<file path="config.mk">
export PLATFORM = sky130hd
export DESIGN_NAME = nmea_sentence_field_extractor_top
export DESIGN_NICKNAME = d
export VERILOG_FILES = /design/src/rtl/nsfe_pkg.sv /design/src/rtl/nmea_sentence_field_extractor_top.sv /design/src/rtl/nsfe_decode.sv /design/src/rtl/nsfe_out_stage.sv
export SDC_FILE = /design/constraint.sdc
export NUM_CORES = 1
export LEC_CHECK = 0
export BUFFER_PORTS_ARGS = -buffer_cell sky130_fd_sc_hd__clkbuf_2
export CAP_MARGIN = 20
export CORE_UTILIZATION = 40
export CTS_CLUSTER_SIZE = 16
export DETAILED_ROUTE_END_ITERATION = 10
export PLACE_DENSITY = 0.67
export SETUP_SLACK_MARGIN = 0.02
export SLEW_MARGIN = 30
export SYNTH_ARGS = -nofsm -noshare
export SYNTH_HDL_FRONTEND = slang
export SYNTH_SLANG_ARGS = --single-unit
</file>
<file path="constraint.sdc">
create_clock -name clk -period 7.54 [get_ports clk]
set_input_delay 0 -clock clk [delete_from_list [all_inputs] [get_ports clk]]
set_output_delay 0 -clock clk [all_outputs]
set_load 0.01 [all_outputs]
</file>
<file path="src/rtl/nsfe_pkg.sv">
`timescale 1ns / 1ps
// Shared types and constants for the NMEA field extractor.
// No dependencies; imported by nsfe_decode, nsfe_out_stage and the top level.
package nsfe_pkg;

    // Parser phase, one-hot.
    typedef enum logic [2:0] {
        PH_IDLE   = 3'b001,
        PH_HEADER = 3'b010,
        PH_BODY   = 3'b100
    } phase_t;

    // Configuration register indexes.
    localparam logic CFG_ENABLE_RMC = 1'b0;
    localparam logic CFG_ENABLE_GGA = 1'b1;

    // Result kinds and sentence types.
    localparam logic KIND_CHAR     = 1'b0;
    localparam logic KIND_COMPLETE = 1'b1;
    localparam logic TYPE_RMC      = 1'b0;
    localparam logic TYPE_GGA      = 1'b1;

    // Field codes.
    localparam logic [2:0] FC_TIME   = 3'd0;
    localparam logic [2:0] FC_LAT    = 3'd1;
    localparam logic [2:0] FC_LON    = 3'd2;
    localparam logic [2:0] FC_SPEED  = 3'd3;
    localparam logic [2:0] FC_COURSE = 3'd4;
    localparam logic [2:0] FC_DATE   = 3'd5;
    localparam logic [2:0] FC_SATS   = 3'd6;
    localparam logic [2:0] FC_ALT    = 3'd7;

    // Characters of interest.
    localparam logic [7:0] CH_START = 8'h24;  // '$'
    localparam logic [7:0] CH_COMMA = 8'h2C;  // ','

    localparam logic [2:0] HDR_LEN    = 3'd5;
    localparam logic [3:0] LAST_COMMA = 4'd10;

    // Sequencer state other than the field position.
    typedef struct packed {
        phase_t     phase;
        logic [2:0] header_count;
        logic       match_rmc;
        logic       match_gga;
        logic [3:0] comma_count;
    } parse_state_t;

    // One result word.
    typedef struct packed {
        logic       kind;
        logic       sent_type;
        logic [2:0] code;
        logic [3:0] pos;
        logic [7:0] value;
    } result_t;

    typedef struct packed {
        logic       hit;
        logic [2:0] code;
    } field_sel_t;

    // Expected header characters, "GPRMC".
    function automatic logic [7:0] hdr_rmc_char(input logic [2:0] idx);
        logic [7:0] c;
        case (idx)
            3'd0:    c = 8'h47;  // G
            3'd1:    c = 8'h50;  // P
            3'd2:    c = 8'h52;  // R
            3'd3:    c = 8'h4D;  // M
            default: c = 8'h43;  // C
        endcase
        return c;
    endfunction

    // Expected header characters, "GPGGA".
    function automatic logic [7:0] hdr_gga_char(input logic [2:0] idx);
        logic [7:0] c;
        case (idx)
            3'd0:    c = 8'h47;  // G
            3'd1:    c = 8'h50;  // P
            3'd2:    c = 8'h47;  // G
            3'd3:    c = 8'h47;  // G
            default: c = 8'h41;  // A
        endcase
        return c;
    endfunction

    // Field selected by the number of commas seen so far.
    function automatic field_sel_t field_for(input logic gga, input logic [3:0] cnt);
        field_sel_t f;
        f.hit  = 1'b1;
        f.code = FC_TIME;
        if (!gga) begin
            case (cnt)
                4'd1:          f.code = FC_TIME;
                4'd3, 4'd4:    f.code = FC_LAT;
                4'd5, 4'd6:    f.code = FC_LON;
                4'd7:          f.code = FC_SPEED;
                4'd8:          f.code = FC_COURSE;
                4'd9:          f.code = FC_DATE;
                default:       f.hit  = 1'b0;
            endcase
        end
        else begin
            case (cnt)
                4'd7:    f.code = FC_SATS;
                4'd9:    f.code = FC_ALT;
                default: f.hit  = 1'b0;
            endcase
        end
        return f;
    endfunction

endpackage

</file>
<file path="src/rtl/nmea_sentence_field_extractor_top.sv">
`timescale 1ns / 1ps
// Top level of the NMEA RMC/GGA field extractor.
// Depends on nsfe_pkg, nsfe_decode and nsfe_out_stage.
//
// The block takes one received ASCII byte per word on the input channel and
// emits at most one result word per byte. A '$' opens a sentence; the five
// bytes after it are compared with "GPRMC" and "GPGGA", and a matching sentence
// whose type is enabled is scanned field by field. Characters of the chosen
// fields come out with a field code and their position in the field; in RMC
// the N/S and E/W letters continue the latitude and longitude fields. The
// tenth comma produces a sentence-complete word. Characters beyond
// MAX_FIELD_LEN in one field are dropped. The block accepts one byte every
// clock cycle while out_ready does not hold back the output register; a byte
// passes an input register, is decoded against the parser state, and its
// result lands in the output register. The output register decouples the
// two sides: a new byte is taken while a finished result still waits for
// out_ready. The enable registers are read when a header completes and are
// written through cfg_we, cfg_index and cfg_data; the user must write them
// only while the block is idle, which the block itself does not enforce.
module nmea_sentence_field_extractor_top #(
    parameter int MAX_FIELD_LEN = 16
) (
    input  logic       clk,
    input  logic       rst_n,
    input  logic       cfg_we,
    input  logic       cfg_index,
    input  logic       cfg_data,
    input  logic       in_valid,
    output logic       in_ready,
    input  logic [7:0] in_byte,
    output logic       out_valid,
    input  logic       out_ready,
    output logic       result_kind,
    output logic       sentence_type,
    output logic [2:0] field_code,
    output logic [3:0] char_pos,
    output logic [7:0] char_value
);
    import nsfe_pkg::*;

    localparam int POS_W = $clog2(MAX_FIELD_LEN + 1);

    // Configuration registers.
    logic enable_rmc_reg;
    logic enable_gga_reg;

    // Input register.
    logic       s1_valid_reg;
    logic       s1_valid_next;
    logic [7:0] s1_byte_reg;

    // Parser state.
    parse_state_t     state_reg;
    parse_state_t     state_next;
    logic [POS_W-1:0] position_reg;
    logic [POS_W-1:0] position_next;

    logic    dec_emit;
    result_t dec_result;
    logic    can_load;
    logic    s1_fire;
    logic    in_take;
    result_t out_result;

    always_ff @(posedge clk or negedge rst_n)
    begin
        if (!rst_n) begin
            enable_rmc_reg <= 1'b1;
            enable_gga_reg <= 1'b1;
        end
        else if (cfg_we) begin
            unique case (cfg_index)
                CFG_ENABLE_RMC: enable_rmc_reg <= cfg_data;
                CFG_ENABLE_GGA: enable_gga_reg <= cfg_data;
                default:        ;
            endcase
        end
    end

    // The held byte is decoded when the result register can take its outcome.
    assign s1_fire  = s1_valid_reg & can_load;
    assign in_ready = ~s1_valid_reg | s1_fire;
    assign in_take  = in_valid & in_ready;

    always_comb
    begin
        if (in_take)
            s1_valid_next = 1'b1;
        else if (s1_fire)
            s1_valid_next = 1'b0;
        else
            s1_valid_next = s1_valid_reg;
    end

    always_ff @(posedge clk or negedge rst_n)
    begin
        if (!rst_n)
            s1_valid_reg <= 1'b0;
        else
            s1_valid_reg <= s1_valid_next;
    end

    always_ff @(posedge clk)
    begin
        if (in_take)
            s1_byte_reg <= in_byte;
    end

    nsfe_decode #(
        .MAX_FIELD_LEN (MAX_FIELD_LEN),
        .POS_W         (POS_W)
    ) u_decode (
        .rx_byte       (s1_byte_reg),
        .state         (state_reg),
        .position      (position_reg),
        .enable_rmc    (enable_rmc_reg),
        .enable_gga    (enable_gga_reg),
        .state_next    (state_next),
        .position_next (position_next),
        .emit          (dec_emit),
        .result        (dec_result)
    );

    always_ff @(posedge clk or negedge rst_n)
    begin
        if (!rst_n) begin
            state_reg.phase        <= PH_IDLE;
            state_reg.header_count <= 3'd0;
            state_reg.match_rmc    <= 1'b1;
            state_reg.match_gga    <= 1'b1;
            state_reg.comma_count  <= 4'd0;
            position_reg           <= '0;
        end
        else if (s1_fire) begin
            state_reg    <= state_next;
            position_reg <= position_next;
        end
    end

    nsfe_out_stage u_out (
        .clk         (clk),
        .rst_n       (rst_n),
        .load        (s1_fire),
        .load_emit   (dec_emit),
        .load_result (dec_result),
        .out_ready   (out_ready),
        .can_load    (can_load),
        .out_valid   (out_valid),
        .out_result  (out_result)
    );

    assign result_kind   = out_result.kind;
    assign sentence_type = out_result.sent_type;
    assign field_code    = out_result.code;
    assign char_pos      = out_result.pos;
    assign char_value    = out_result.value;

endmodule

</file>
<file path="src/rtl/nsfe_decode.sv">
`timescale 1ns / 1ps
// Per-byte decode: next parser state, next field position and the result word.
// Depends on nsfe_pkg.
module nsfe_decode #(
    parameter int MAX_FIELD_LEN = 16,
    parameter int POS_W = $clog2(MAX_FIELD_LEN + 1)
) (
    input  logic [7:0]                 rx_byte,
    input  nsfe_pkg::parse_state_t     state,
    input  logic [POS_W-1:0]           position,
    input  logic                       enable_rmc,
    input  logic                       enable_gga,
    output nsfe_pkg::parse_state_t     state_next,
    output logic [POS_W-1:0]           position_next,
    output logic                       emit,
    output nsfe_pkg::result_t          result
);
    import nsfe_pkg::*;

    localparam logic [POS_W-1:0] POS_LIMIT = POS_W'(MAX_FIELD_LEN);

    logic [2:0]       hdr_idx;
    logic [2:0]       hc_inc;
    logic             m_rmc;
    logic             m_gga;
    logic [3:0]       cnt_inc;
    logic             is_gga;
    field_sel_t       fsel;
    logic [POS_W+3:0] pos_ext;

    always_comb
    begin
        hdr_idx  = (state.header_count > 3'd4) ? 3'd4 : state.header_count;
        hc_inc   = state.header_count + 3'd1;
        m_rmc    = state.match_rmc & (rx_byte == hdr_rmc_char(hdr_idx));
        m_gga    = state.match_gga & (rx_byte == hdr_gga_char(hdr_idx));
        cnt_inc  = state.comma_count + 4'd1;
        is_gga   = ~state.match_rmc;
        fsel     = field_for(is_gga, state.comma_count);
        pos_ext  = {4'd0, position};

        state_next    = state;
        position_next = position;
        emit          = 1'b0;
        result.kind      = KIND_CHAR;
        result.sent_type = is_gga ? TYPE_GGA : TYPE_RMC;
        result.code      = fsel.code;
        result.pos       = pos_ext[3:0];
        result.value     = rx_byte;

        unique case (state.phase)
            PH_IDLE:
            begin
                if (rx_byte == CH_START) begin
                    state_next.phase        = PH_HEADER;
                    state_next.header_count = 3'd0;
                    state_next.match_rmc    = 1'b1;
                    state_next.match_gga    = 1'b1;
                end
            end
            PH_HEADER:
            begin
                state_next.match_rmc    = m_rmc;
                state_next.match_gga    = m_gga;
                state_next.header_count = hc_inc;
                if (hc_inc >= HDR_LEN) begin
                    state_next.header_count = 3'd0;
                    state_next.comma_count  = 4'd0;
                    position_next           = '0;
                    if (m_rmc && enable_rmc) begin
                        state_next.match_gga = 1'b0;
                        state_next.phase     = PH_BODY;
                    end
                    else if (m_gga && enable_gga) begin
                        state_next.match_rmc = 1'b0;
                        state_next.phase     = PH_BODY;
                    end
                    else begin
                        state_next.phase = PH_IDLE;
                    end
                end
            end
            PH_BODY:
            begin
                if (rx_byte == CH_COMMA) begin
                    state_next.comma_count = cnt_inc;
                    // In RMC the hemisphere letters continue lat and lon.
                    if (is_gga || (cnt_inc != 4'd4 && cnt_inc != 4'd6))
                        position_next = '0;
                    if (cnt_inc >= LAST_COMMA) begin
                        state_next.phase       = PH_IDLE;
                        state_next.comma_count = 4'd0;
                        position_next          = '0;
                        emit                   = 1'b1;
                        result.kind            = KIND_COMPLETE;
                        result.code            = FC_TIME;
                        result.pos             = 4'd0;
                        result.value           = 8'd0;
                    end
                end
                else if (fsel.hit && (position < POS_LIMIT)) begin
                    emit          = 1'b1;
                    position_next = position + POS_W'(1);
                end
            end
            default:
            begin
                state_next.phase = PH_IDLE;
            end
        endcase
    end

endmodule

</file>
<file path="src/rtl/nsfe_out_stage.sv">
`timescale 1ns / 1ps
// Result register: holds one result word until the consumer takes it.
// Depends on nsfe_pkg.
module nsfe_out_stage (
    input  logic                clk,
    input  logic                rst_n,
    input  logic                load,
    input  logic                load_emit,
    input  nsfe_pkg::result_t   load_result,
    input  logic                out_ready,
    output logic                can_load,
    output logic                out_valid,
    output nsfe_pkg::result_t   out_result
);
    import nsfe_pkg::*;

    logic    valid_reg;
    logic    valid_next;
    result_t result_reg;

    assign can_load = ~valid_reg | out_ready;

    always_comb
    begin
        if (load)
            valid_next = load_emit;
        else if (out_ready)
            valid_next = 1'b0;
        else
            valid_next = valid_reg;
    end

    always_ff @(posedge clk or negedge rst_n)
    begin
        if (!rst_n)
            valid_reg <= 1'b0;
        else
            valid_reg <= valid_next;
    end

    always_ff @(posedge clk)
    begin
        if (load && load_emit)
            result_reg <= load_result;
    end

    assign out_valid  = valid_reg;
    assign out_result = result_reg;

endmodule
</file>
==> results.py, run 1 <==
metrics = {
    "worst_hold_path": {
        "worstHoldPathType": "primary input to flip-flop",
    },
    "yosys": {
        "synth-seq-area-share_pct": 49.8,
        "synthSimpleGateAreaFrac_pct": 21.6,
        "synthesis.nets": 256,
        "yosys_warnings": 0,
        "avgSynthCellArea_um2": 11.1,
        "dominantRegCellSynth": "sky130_fd_sc_hd__edfxtp_1",
        "xor_xnor_share_of_the_synthesized_area_pct": 2.04,
        "yosysTopAreaCell": "sky130_fd_sc_hd__edfxtp_1",
        "edff_count_synth": 25,
        "synth.distinct_cells": 62,
        "synth-compound-area-share_pct": 15.4,
        "register_bit_count_reported_by_yosys": 46,
        "synthArstFlopShare_pct": 45.7,
        "synthesis.area_um2": 2580,
        "synthCells": 233,
        "synth_mux_area_share_pct": 3.30,
        "synth_largest_type_area_fraction_pct": 29.1,
        "combinational_family_with_the_most_area_after_synthesis": "simple AND/OR/NAND/NOR gates",
        "post_synth_main_area_contributors": "sky130_fd_sc_hd__edfxtp_1 29%, sky130_fd_sc_hd__dfrtp_1 16%, sky130_fd_sc_hd__dfstp_2 5.1%",
        "synth_adder_area_share_pct": 3.89,
    },
    "power": {
        "power.static_leakage_uw": 0.00123,
        "fin_total_pwr_uw": 726,
        "vdd.ir_drop.worst_mv": 0.115,
        "clock_power_share_pct": 25.0,
        "seqPwrFrac_pct": 49.2,
        "power_switching_uw": 234,
        "power_frac_comb_pct": 25.9,
        "p_int_uw": 492,
        "power_per_cell_area_nw_per_um2": 242,
        "switching_share_pct": 32.2,
    },
    "setup_path": {
        "crit_path_max_fanout": 17,
        "cp.required_ns": 7.53,
        "crit_type": "flip-flop to flip-flop",
        "worstSetupEndpointType": "flip-flop",
        "crit_arrival_ns": 2.51,
        "critical_path_startpoint_category": "flip-flop",
    },
    "timing": {
        "final_sum_of_negative_setup_slack_ns": 0,
        "final-hold-violation-count": 0,
        "layout_worst_path_cycle_share_pct": 33.4,
        "fmax_mhz": 397,
        "finalSetupViolCount": 0,
        "timing.max_slew.rel_slack_pct": 54.8,
        "setup_slack_ns": 5.02,
        "final-max-slew-violation-count": 0,
        "grt_setup_unrepaired": "no",
        "max_slew.worst_pin.slew_ns": 0.669,
        "timing.clock.skew_ns": 0.00596,
        "final_critical_delay_including_setup_and_external_delays_ns": 2.52,
    },
    "die": {
        "design.die.area_um2": 6770,
        "core_um2": 6060,
        "initial_core_util_pct": 42.5,
        "die_width_um": 82.3,
        "floorplan.rows": 28,
        "num_io_pins": 34,
        "fp.dieH_um": 82.3,
    },
    "cts": {
        "worstSkewPairLatency_ns": 0.29,
        "postCtsSetupBuffers": 0,
        "number_of_clock_sinks": 46,
        "post_cts_resize_count": 0,
        "cts_made_buffers": 5,
        "clock-root-buffer": "sky130_fd_sc_hd__clkbuf_8",
        "clkSlewWorstSetupHoldPaths_ns": 0.09,
        "max-clock-path-buffers": 2,
        "htree_num_levels": 2,
        "cts_tree": "built",
    },
    "drt": {
        "route.final.wire_length_um": 5170,
        "detail-route-antenna-nets": 0,
        "wire_per_inst_um": 14.9,
        "detailedRoute.firstPassIterationCount": 4,
        "vias": 1900,
        "detailedRoute.firstIterationViolations": 155,
        "remaining_drc_errors": 0,
        "vias_per_cell": 5.46,
    },
    "cells_and_area": {
        "flow.area_growth_from_synthesis_pct": 16.5,
        "largest_reg_flops": 17,
        "non_filler_instances": 348,
        "antenna-diode-count": 0,
        "num-nets-final": 295,
        "layout-drive-gt1-share_pct": 21.6,
    },
    "outcome": {
        "status": "finished, final reports clean",
    },
    "placement": {
        "preCtsSetupSlack_ns": 5.03,
        "buffer_ports.inserted": 33,
        "gp_congestion": 0.846,
        "dp_cells": 329,
        "dp.final_hpwl_um": 3790,
    },
    "global_route": {
        "antenna_violations_before_repair": 0,
        "grt_use_total_pct": 17.4,
        "first_global_vias": 1828,
        "grt_overflow": 0,
        "grt_first_pass_wirelength_um": 8870,
        "maximum_number_of_pins_on_one_net_before_global_route_repair": 22,
    },
    "run": {
        "cap_violations": 0,
    },
}
## cells in the mapped netlist (all sizes together) (2+ instances only)
cell type and count:
a211oi 2, nor2 15, nand2b 13, or2 2, buf 8, a31o 2
nand4b 3, nor4b 4, ha 8, inv 10, dfstp 5, or3 3
and3 3, nor2b 10, o211ai 2, edfxtp 25, nand3 9, clkbuf 5
nand3b 3, o22ai 3, nand2 9, o21ai 12, xnor2 5, and4bb 2
o22a 2, nor3b 3, mux2i 4, mux2 4, a21oi 11, a21o 3
a41o 3, dfrtp 16, a31oi 2
## stage by stage
step | utilization, % | hold slack (ns) | area (µm²)
3_3_place_gp | 45.8 | 0.0302 | 2780
4_1_cts | 49.5 | 0.0128 | 3000
6_report | 49.5 | 0.0169 | 3000
5_1_grt | 49.5 | 0.0285 | 3000
2_1_floorplan | - | -0.296 | 2580
3_5_place_dp | 46.0 | 0.0250 | 2790
## layer usage
layer  track usage (%)  share of wire, %
met5                 0                 0
met4              4.04              0.93
met3              3.74               3.8
met2              27.4                46
met1              24.4                49
## power groups by stage
stage	clock network (µW)	logic, µW	registers (µW)
floorplan	0	160	336
global placement	0	176	358
detailed placement	0	183	361
CTS	185	189	356
global route	195	211	363
finish	181	188	357
## timing repair
action	in CTS	in global routing
hold buffers	11	0
setup endpoints to repair	0	0
hold endpoints to repair	27	0
## path summary, 6_finish.rpt
| check | start | to | slack [ns] | cells after the start |
|---|---|---|---|---|
| max in group asynchronous | rst_n | state_reg[4] | 6.95 | 2 |
| max | state_reg[0] | u_out.out_result[1] | 5.02 | 7 |
| max reg2reg | state_reg[0] | u_out.out_result[1] | 5.02 | 7 |
| min in group asynchronous | rst_n | state_reg[2] | 0.21 | 2 |
| min reg2reg | position_reg[0] | position_reg[0] | 0.55 | 1 |
| min | cfg_we | enable_gga_reg | 0.02 | 3 |
## critical path, stage by stage, from the launching register on
cell and delay [ns]:
sky130_fd_sc_hd__dfrtp_1 0.46, sky130_fd_sc_hd__ha_1 0.30, sky130_fd_sc_hd__xor2_1 0.21, sky130_fd_sc_hd__nor3_1 0.13, sky130_fd_sc_hd__nor4_4 0.62, sky130_fd_sc_hd__a21oi_1 0.12, sky130_fd_sc_hd__nor2_1 0.12, sky130_fd_sc_hd__buf_4 0.25
## placed cells by master, fill, tap and decap left out, types with 3 or more instances in the layout
master and n:
sky130_fd_sc_hd__ha_1 8, sky130_fd_sc_hd__inv_1 10, sky130_fd_sc_hd__a41o_1 3, sky130_fd_sc_hd__clkbuf_2 33
sky130_fd_sc_hd__dfstp_2 5, sky130_fd_sc_hd__mux2_2 4, sky130_fd_sc_hd__nor4b_1 3, sky130_fd_sc_hd__dlygate4sd3_1 11
sky130_fd_sc_hd__clkbuf_8 5, sky130_fd_sc_hd__mux2i_1 4, sky130_fd_sc_hd__nand2b_1 13, sky130_fd_sc_hd__nand2_1 8
sky130_fd_sc_hd__nand4b_1 3, sky130_fd_sc_hd__nand3b_1 3, sky130_fd_sc_hd__a21o_1 3, sky130_fd_sc_hd__or3_1 3
sky130_fd_sc_hd__o22ai_1 3, sky130_fd_sc_hd__nor3b_1 3, sky130_fd_sc_hd__and3_1 3, sky130_fd_sc_hd__o21ai_0 11
sky130_fd_sc_hd__dfrtp_1 16, sky130_fd_sc_hd__xnor2_1 5, sky130_fd_sc_hd__nand3_1 9, sky130_fd_sc_hd__nor2b_1 10
sky130_fd_sc_hd__edfxtp_1 25, sky130_fd_sc_hd__a21oi_1 11, sky130_fd_sc_hd__nor2_1 15
## layout make-up
class / instances / area (µm²)
Clock buffer: 7 / 76.3
Timing Repair Buffer: 45 / 283
Clock inverter: 1 / 30.0
Inverter: 10 / 37.5
Fill cell: 579 / 3060
Tap cell: 75 / 93.8
Multi-Input combinational cell: 164 / 1200
Sequential cell: 46 / 1280
## kinds of logic after synthesis
logic type	count (synthesis)
simple gates	88
compound gates	54
flops	46
buf+inv	23
mux	8
fa+ha+maj	8
xor+xnor	6
No activity file was read; power rests on OpenSTA's default activity.
==> run 2, diff against run 1 <==
--- a/config.mk
+++ b/config.mk
@@ -5,12 +5,13 @@
 export SDC_FILE = /design/constraint.sdc
 export NUM_CORES = 1
 export LEC_CHECK = 0
+export ABC_AREA = 1
 export BUFFER_PORTS_ARGS = -buffer_cell sky130_fd_sc_hd__clkbuf_2
 export CAP_MARGIN = 20
 export CORE_UTILIZATION = 40
 export CTS_CLUSTER_SIZE = 16
 export DETAILED_ROUTE_END_ITERATION = 10
-export PLACE_DENSITY = 0.67
+export PLACE_DENSITY = 0.69
 export SETUP_SLACK_MARGIN = 0.02
 export SLEW_MARGIN = 30
 export SYNTH_ARGS = -nofsm -noshare
==> constraint.sdc (replaced) <==
create_clock -name clk -period 2.1 [get_ports clk]
set_input_delay 0 -clock clk [delete_from_list [all_inputs] [get_ports clk]]
set_output_delay 0 -clock clk [all_outputs]
set_load 0.01 [all_outputs]
==> run 2 against run 1 <==
- utilization increased by 5.1 points
- sequential power increased to 3.3 times the previous value
- synthesized area increased by 0.19%
- clock skew increased by 0.0034 ns
- die area increased by 0.18%
- highest routed layer unchanged
==> results.py, run 2 <==
metrics = {
    "outcome": {
        "status": "finished, final reports clean",
    },
    "placement": {
        "dp_cells": 429,
        "dp.final_hpwl_um": 4280,
        "preCtsSetupSlack_ns": -0.170,
        "buffer_ports.inserted": 33,
        "placedInstanceArea_um2": 2980,
        "gp_congestion": 0.867,
    },
    "cells_and_area": {
        "antenna-diode-count": 0,
        "finalInstanceArea_um2": 3310,
        "layout-drive-gt1-share_pct": 27.4,
        "largest_reg_flops": 17,
        "final_cell_mix": "59 x sky130_fd_sc_hd__nand2_1, 39 x sky130_fd_sc_hd__inv_1, 37 x sky130_fd_sc_hd__nor2_1",
        "flow.area_growth_from_synthesis_pct": 28.2,
        "layout_commonest_cell": "sky130_fd_sc_hd__nand2_1",
        "num-nets-final": 402,
        "non_filler_instances": 455,
    },
    "timing": {
        "final_critical_delay_including_setup_and_external_delays_ns": 1.98,
        "fmax_mhz": 505,
        "hold_slack_ns": 0.199,
        "layout_worst_path_cycle_share_pct": 94.3,
        "max_slew.worst_pin.slew_ns": 0.546,
        "finalSetupViolCount": 0,
        "grt_setup_unrepaired": "no",
        "timing.clock.skew_ns": 0.00935,
        "final-max-slew-violation-count": 0,
        "timing.max_slew.rel_slack_pct": 63.6,
        "final-hold-violation-count": 0,
        "setup_slack_ns": 0.119,
    },
    "cts": {
        "cts_made_buffers": 5,
        "max-clock-path-buffers": 2,
        "htree_num_levels": 2,
        "clock-root-buffer": "sky130_fd_sc_hd__clkbuf_8",
        "number_of_clock_sinks": 46,
        "clkSlewWorstSetupHoldPaths_ns": 0.10,
        "worstSkewPairLatency_ns": 0.30,
        "cts_tree": "built",
    },
    "yosys": {
        "synth-compound-area-share_pct": 7.32,
        "post_synth_main_area_contributors": "sky130_fd_sc_hd__edfxtp_1 29%, sky130_fd_sc_hd__dfrtp_1 16%, sky130_fd_sc_hd__nand2_1 9.2%",
        "synthesis.area_um2": 2580,
        "synth_mux_area_share_pct": 0,
        "synth_adder_area_share_pct": 3.88,
        "synthCells": 306,
        "synth_largest_type_area_fraction_pct": 29.1,
        "synthArstFlopShare_pct": 45.7,
        "dominantRegCellSynth": "sky130_fd_sc_hd__edfxtp_1",
        "yosysTopAreaCell": "sky130_fd_sc_hd__edfxtp_1",
        "xor_xnor_share_of_the_synthesized_area_pct": 1.70,
        "top_post_synthesis_cells_by_count": "63 x sky130_fd_sc_hd__nand2_1, 41 x sky130_fd_sc_hd__inv_1, 38 x sky130_fd_sc_hd__nor2_1",
        "synthesis.nets": 329,
        "register_bit_count_reported_by_yosys": 46,
        "edff_count_synth": 25,
        "combinational_family_with_the_most_area_after_synthesis": "simple AND/OR/NAND/NOR gates",
        "synth.distinct_cells": 33,
        "synthSimpleGateAreaFrac_pct": 28.9,
        "yosys_warnings": 0,
        "synth-seq-area-share_pct": 49.7,
        "avgSynthCellArea_um2": 8.44,
        "synth_most_common_cell": "sky130_fd_sc_hd__nand2_1",
    },
    "power": {
        "power_frac_comb_pct": 34.2,
        "p_int_uw": 1670,
        "power_per_cell_area_nw_per_um2": 803,
        "power.static_leakage_uw": 0.00155,
        "clock_power_share_pct": 21.2,
        "power_switching_uw": 987,
        "seqPwrFrac_pct": 44.6,
        "switching_share_pct": 37.1,
        "vdd.ir_drop.worst_mv": 0.346,
        "fin_total_pwr_uw": 2660,
    },
    "drt": {
        "route.final.wire_length_um": 5680,
        "detailedRoute.firstPassIterationCount": 4,
        "detailedRoute.firstIterationViolations": 172,
        "wire_per_inst_um": 12.5,
        "remaining_drc_errors": 0,
        "detail-route-antenna-nets": 0,
        "vias": 2271,
        "vias_per_cell": 4.99,
    },
    "worst_hold_path": {
        "worstHoldPathType": "primary input to async pin",
    },
    "setup_path": {
        "setup.reg_to_reg.worst_slack_ns": 0.12,
        "crit_path_end": "u_out.out_result[11]",
        "crit_path_max_fanout": 17,
        "worstSetupEndpointType": "flip-flop",
        "ff2ff_path_depth": 11,
        "r2r-start": "state_reg[0]",
        "crit_type": "flip-flop to flip-flop",
        "crit_arrival_ns": 2.05,
        "r2r_end": "u_out.out_result[11]",
        "critical_path_startpoint_category": "flip-flop",
        "cp-startpoint": "state_reg[0]",
        "cp.required_ns": 2.17,
    },
    "global_route": {
        "first_global_vias": 2086,
        "grt_overflow": 0,
        "grt_use_total_pct": 18.6,
        "maximum_number_of_pins_on_one_net_before_global_route_repair": 22,
        "grt_first_pass_wirelength_um": 9330,
        "antenna_violations_before_repair": 0,
    },
    "die": {
        "die_width_um": 82.3,
        "design.die.area_um2": 6780,
        "fp.dieH_um": 82.3,
        "initial_core_util_pct": 42.6,
        "core_um2": 6060,
        "floorplan.rows": 28,
        "num_io_pins": 34,
    },
    "run": {
        "cap_violations": 0,
    },
}
==> run 2: what timing repair did <==
item,in CTS,in global routing
gates resized for setup,1,13
pin swaps,1,2
hold buffers,15,0
hold endpoints to repair,28,0
setup endpoints to repair,17,28
gates cloned,0,0
buffers inserted,3,0
==> run 2: how the worst min path moves through the flow <==
stage	from	to	slack, ns	depth (start not counted)
4_1_cts	rst_n	state_reg[8]	0.22	2
6_report	rst_n	position_reg[0]	0.20	2
3_5_place_dp	rst_n	position_reg[3]	0.02	1
2_1_floorplan	rst_n	position_reg[0]	-0.30	0
5_1_grt	rst_n	state_reg[8]	0.27	2
3_3_place_gp	rst_n	position_reg[3]	0.009	1
==> run 2: per-stage QoR <==
stage / utilization, % / TNS, ns
global placement: 49.2 / -0.330
detailed placement: 49.2 / -2.89
finish: 54.6 / 0
CTS: 53.8 / 0
global route: 54.6 / 0
floorplan: - / 0
==> run 2: cell families (layout without fill, tap and decap cells) <==
group,Yosys count,count (layout)
and+or+nand+nor,156,156
DFF,46,46
AOI/OAI and AO/OA,34,34
xor gates and xnor gates,5,5
buffers and inverters,57,131
adders and majority gates,8,8
==> run 2: layer usage <==
layer | track usage (%) | part of all wire, % | vias to the layer above
met4 | 7.89 | 2.2 | 0
met1 | 23.2 | 46 | 1056
li1 | - | - | 1152
met3 | 3.96 | 3.3 | 11
met5 | 0 | 0 | -
met2 | 31.1 | 49 | 52
==> run 2: critical path, stage by stage, from the launching register on <==
cell and delay [ns]:
sky130_fd_sc_hd__dfrtp_1 0.41, sky130_fd_sc_hd__inv_1 0.07, sky130_fd_sc_hd__buf_4 0.13, sky130_fd_sc_hd__ha_1 0.18, sky130_fd_sc_hd__o21a_1 0.20, sky130_fd_sc_hd__nor2_2 0.13
sky130_fd_sc_hd__nand3_2 0.11, sky130_fd_sc_hd__nand3_1 0.10, sky130_fd_sc_hd__nand2_1 0.07, sky130_fd_sc_hd__nand2_2 0.09, sky130_fd_sc_hd__clkinvlp_4 0.11, sky130_fd_sc_hd__buf_12 0.16
==> run 2: power groups by stage <==
stage	sequential (µW)	clock [µW]	combinational [µW]
global placement	1200	0	840
global route	1200	627	1030
detailed placement	1200	0	859
CTS	1180	592	891
finish	1180	564	909
floorplan	1180	0	613
==> run 2: final cells by class <==
type / count / area, µm²
fill: 555 / 2750
sequential: 46 / 1280
clock buffer: 5 / 68.8
timing repair buffer: 74 / 523
multi-input combinational: 203 / 1120
inverter: 49 / 193
tap: 75 / 93.8
clock inverter: 3 / 23.8
==> run 3, diff against run 2 <==
--- a/config.mk
+++ b/config.mk
@@ -8,10 +8,10 @@
 export ABC_AREA = 1
 export BUFFER_PORTS_ARGS = -buffer_cell sky130_fd_sc_hd__clkbuf_2
 export CAP_MARGIN = 20
-export CORE_UTILIZATION = 40
+export CORE_UTILIZATION = 51
 export CTS_CLUSTER_SIZE = 16
 export DETAILED_ROUTE_END_ITERATION = 10
-export PLACE_DENSITY = 0.69
+export PLACE_DENSITY = 0.83
 export SETUP_SLACK_MARGIN = 0.02
 export SLEW_MARGIN = 30
 export SYNTH_ARGS = -nofsm -noshare
==> run 3 against run 2 <==
- clock-buffer cell count unchanged
- total power grew 9.1%
- final cell count shrank 2.6%
- critical path depth down 2
==> results.py, run 3 (synthesized netlist as in run 2, its figures left out) <==
metrics = {
    "cells_and_area": {
        "layout-drive-gt1-share_pct": 26.3,
        "post-route-util_pct": 69.3,
        "flow.area_growth_from_synthesis_pct": 28.5,
        "final_cell_mix": "60 x sky130_fd_sc_hd__nand2_1, 40 x sky130_fd_sc_hd__inv_1, 38 x sky130_fd_sc_hd__nor2_1",
        "multiInputGateArea_um2": 1130,
        "largest_reg_flops": 17,
        "non_filler_instances": 443,
        "area.sequential_um2": 1280,
        "layout_commonest_cell": "sky130_fd_sc_hd__nand2_1",
        "fill_cells": 365,
        "num-nets-final": 398,
        "antenna-diode-count": 0,
    },
    "setup_path": {
        "crit_path_max_fanout": 17,
        "crit_type": "flip-flop to flip-flop",
        "r2r_end": "u_out.out_result[0]",
        "crit_path_cell_trace": "ha_2 > or2_4 > a31oi_2 > nand3_2 > nand3_2 > nand2_1 > nand2_2 > clkinvlp_4 > buf_12",
        "critical_path.slowest_cell": "sky130_fd_sc_hd__dfrtp_1",
        "r2r-start": "state_reg[0]",
        "cp.required_ns": 2.17,
        "crit_arrival_ns": 2.06,
        "worstSetupEndpointType": "flip-flop",
        "critical_path_startpoint_category": "flip-flop",
        "setup.reg_to_reg.worst_slack_ns": 0.11,
        "cp_common_cell": "sky130_fd_sc_hd__nand3_2",
        "critical_path.n_buffers_inverters": 2,
        "cpLargestDelayFamily": "simple AND/OR/NAND/NOR gates",
        "ff2ff_path_depth": 9,
        "crit_path_max_incr_delay_ns": 0.43,
    },
    "worst_hold_path": {
        "worstHoldPathType": "primary input to async pin",
    },
    "die": {
        "die_width_um": 73.1,
        "initial_core_util_pct": 53.9,
        "num_io_pins": 34,
        "core_um2": 4790,
        "floorplan.rows": 25,
        "design.die.area_um2": 5350,
        "fp.dieH_um": 73.1,
    },
    "cts": {
        "cts_tree": "built",
        "worstSkewPairLatency_ns": 0.30,
        "clock-root-buffer": "sky130_fd_sc_hd__clkbuf_8",
        "htree_num_levels": 2,
        "max-clock-path-buffers": 2,
        "clkSlewWorstSetupHoldPaths_ns": 0.09,
        "number_of_clock_sinks": 46,
        "cts_made_buffers": 5,
    },
    "timing": {
        "setup_slack_ns": 0.108,
        "final-max-slew-violation-count": 0,
        "finalSetupViolCount": 0,
        "fmax_mhz": 502,
        "grt_setup_unrepaired": "yes",
        "timing.clock.skew_ns": 0.00522,
        "timing.max_slew.rel_slack_pct": 66.1,
        "layout_worst_path_cycle_share_pct": 94.8,
        "final_critical_delay_including_setup_and_external_delays_ns": 1.99,
        "final-hold-violation-count": 0,
        "max_slew.worst_pin.slew_ns": 0.505,
    },
    "drt": {
        "route.final.wire_length_um": 5610,
        "wire_per_inst_um": 12.7,
        "remaining_drc_errors": 0,
        "detailedRoute.firstIterationViolations": 144,
        "vias_per_cell": 5.14,
        "detailedRoute.firstPassIterationCount": 7,
        "vias": 2279,
        "detail-route-antenna-nets": 0,
    },
    "placement": {
        "dp_cells": 417,
        "preCtsSetupSlack_ns": -0.125,
        "buffer_ports.inserted": 33,
        "dp.final_hpwl_um": 3950,
        "gp_congestion": 0.912,
    },
    "global_route": {
        "grt_first_pass_wirelength_um": 9050,
        "grt_overflow": 0,
        "maximum_number_of_pins_on_one_net_before_global_route_repair": 22,
        "antenna_violations_before_repair": 0,
        "first_global_vias": 2031,
        "grt_use_total_pct": 22.5,
    },
    "power": {
        "power.static_leakage_uw": 0.00159,
        "power_per_cell_area_nw_per_um2": 875,
        "vdd.ir_drop.worst_mv": 0.616,
    },
    "run": {
        "cap_violations": 0,
    },
    "outcome": {
        "status": "finished, final reports clean",
    },
}
-- run 3: layout make-up --
cell class / instances / area share (%)
Multi-Input combinational cell: 203 / 34.1
Clock inverter: 3 / 2.08
Tap cell: 67 / 2.53
Sequential cell: 46 / 38.7
Inverter: 49 / 5.70
Clock buffer: 5 / 2.08
Timing Repair Buffer: 70 / 14.9
-- run 3: worst max-delay path by stage --
stage / start / to / slack (ns) / cells past startpoint
after floorplan: state_reg[1] / u_out.out_result[0] / 0.13 / 10
after global placement: state_reg[1] / u_out.out_result[4] / 0.01 / 10
after detailed placement: state_reg[1] / u_out.out_result[11] / -0.13 / 10
after CTS: state_reg[0] / u_out.out_result[1] / 0.04 / 9
after global routing: state_reg[0] / u_out.out_result[0] / -0.01 / 11
final: state_reg[0] / u_out.out_result[0] / 0.11 / 9
-- run 3: metrics by stage --
stage	hold WS, ns	TNS, ns	cell area (µm²)	power [µW]
2_1_floorplan	-0.296	0	2580	1790
3_3_place_gp	-0.00290	0	2940	2020
3_5_place_dp	0.000361	-2.13	2940	2050
4_1_cts	0.209	0	3260	2860
5_1_grt	0.250	-0.137	3320	3060
6_report	0.189	0	3320	2900
-- run 3: timing repair --
action	4_1_cts	5_1_grt
hold buffers	15	0
hold endpoints to repair	28	0
gates resized for setup	1	12
pin swaps	0	3
setup endpoints to repair	17	22
buffers inserted	2	1
-- run 3: report_power, final --
| part | internal, µW | switching, µW |
|---|---|---|
| logic | 356 | 576 |
| clock network | 477 | 306 |
| registers | 1080 | 109 |
| total | 1910 | 991 |
-- run 3: routing by layer --
metal / GRT usage (%) / wire length (µm) / up-vias
li1: - / - / 1132
met1: 30.3 / 2480 / 1050
met2: 36.7 / 2760 / 84
met3: 4.14 / 265 / 13
met4: 7.19 / 112 / 0
met5: 0 / 0 / -
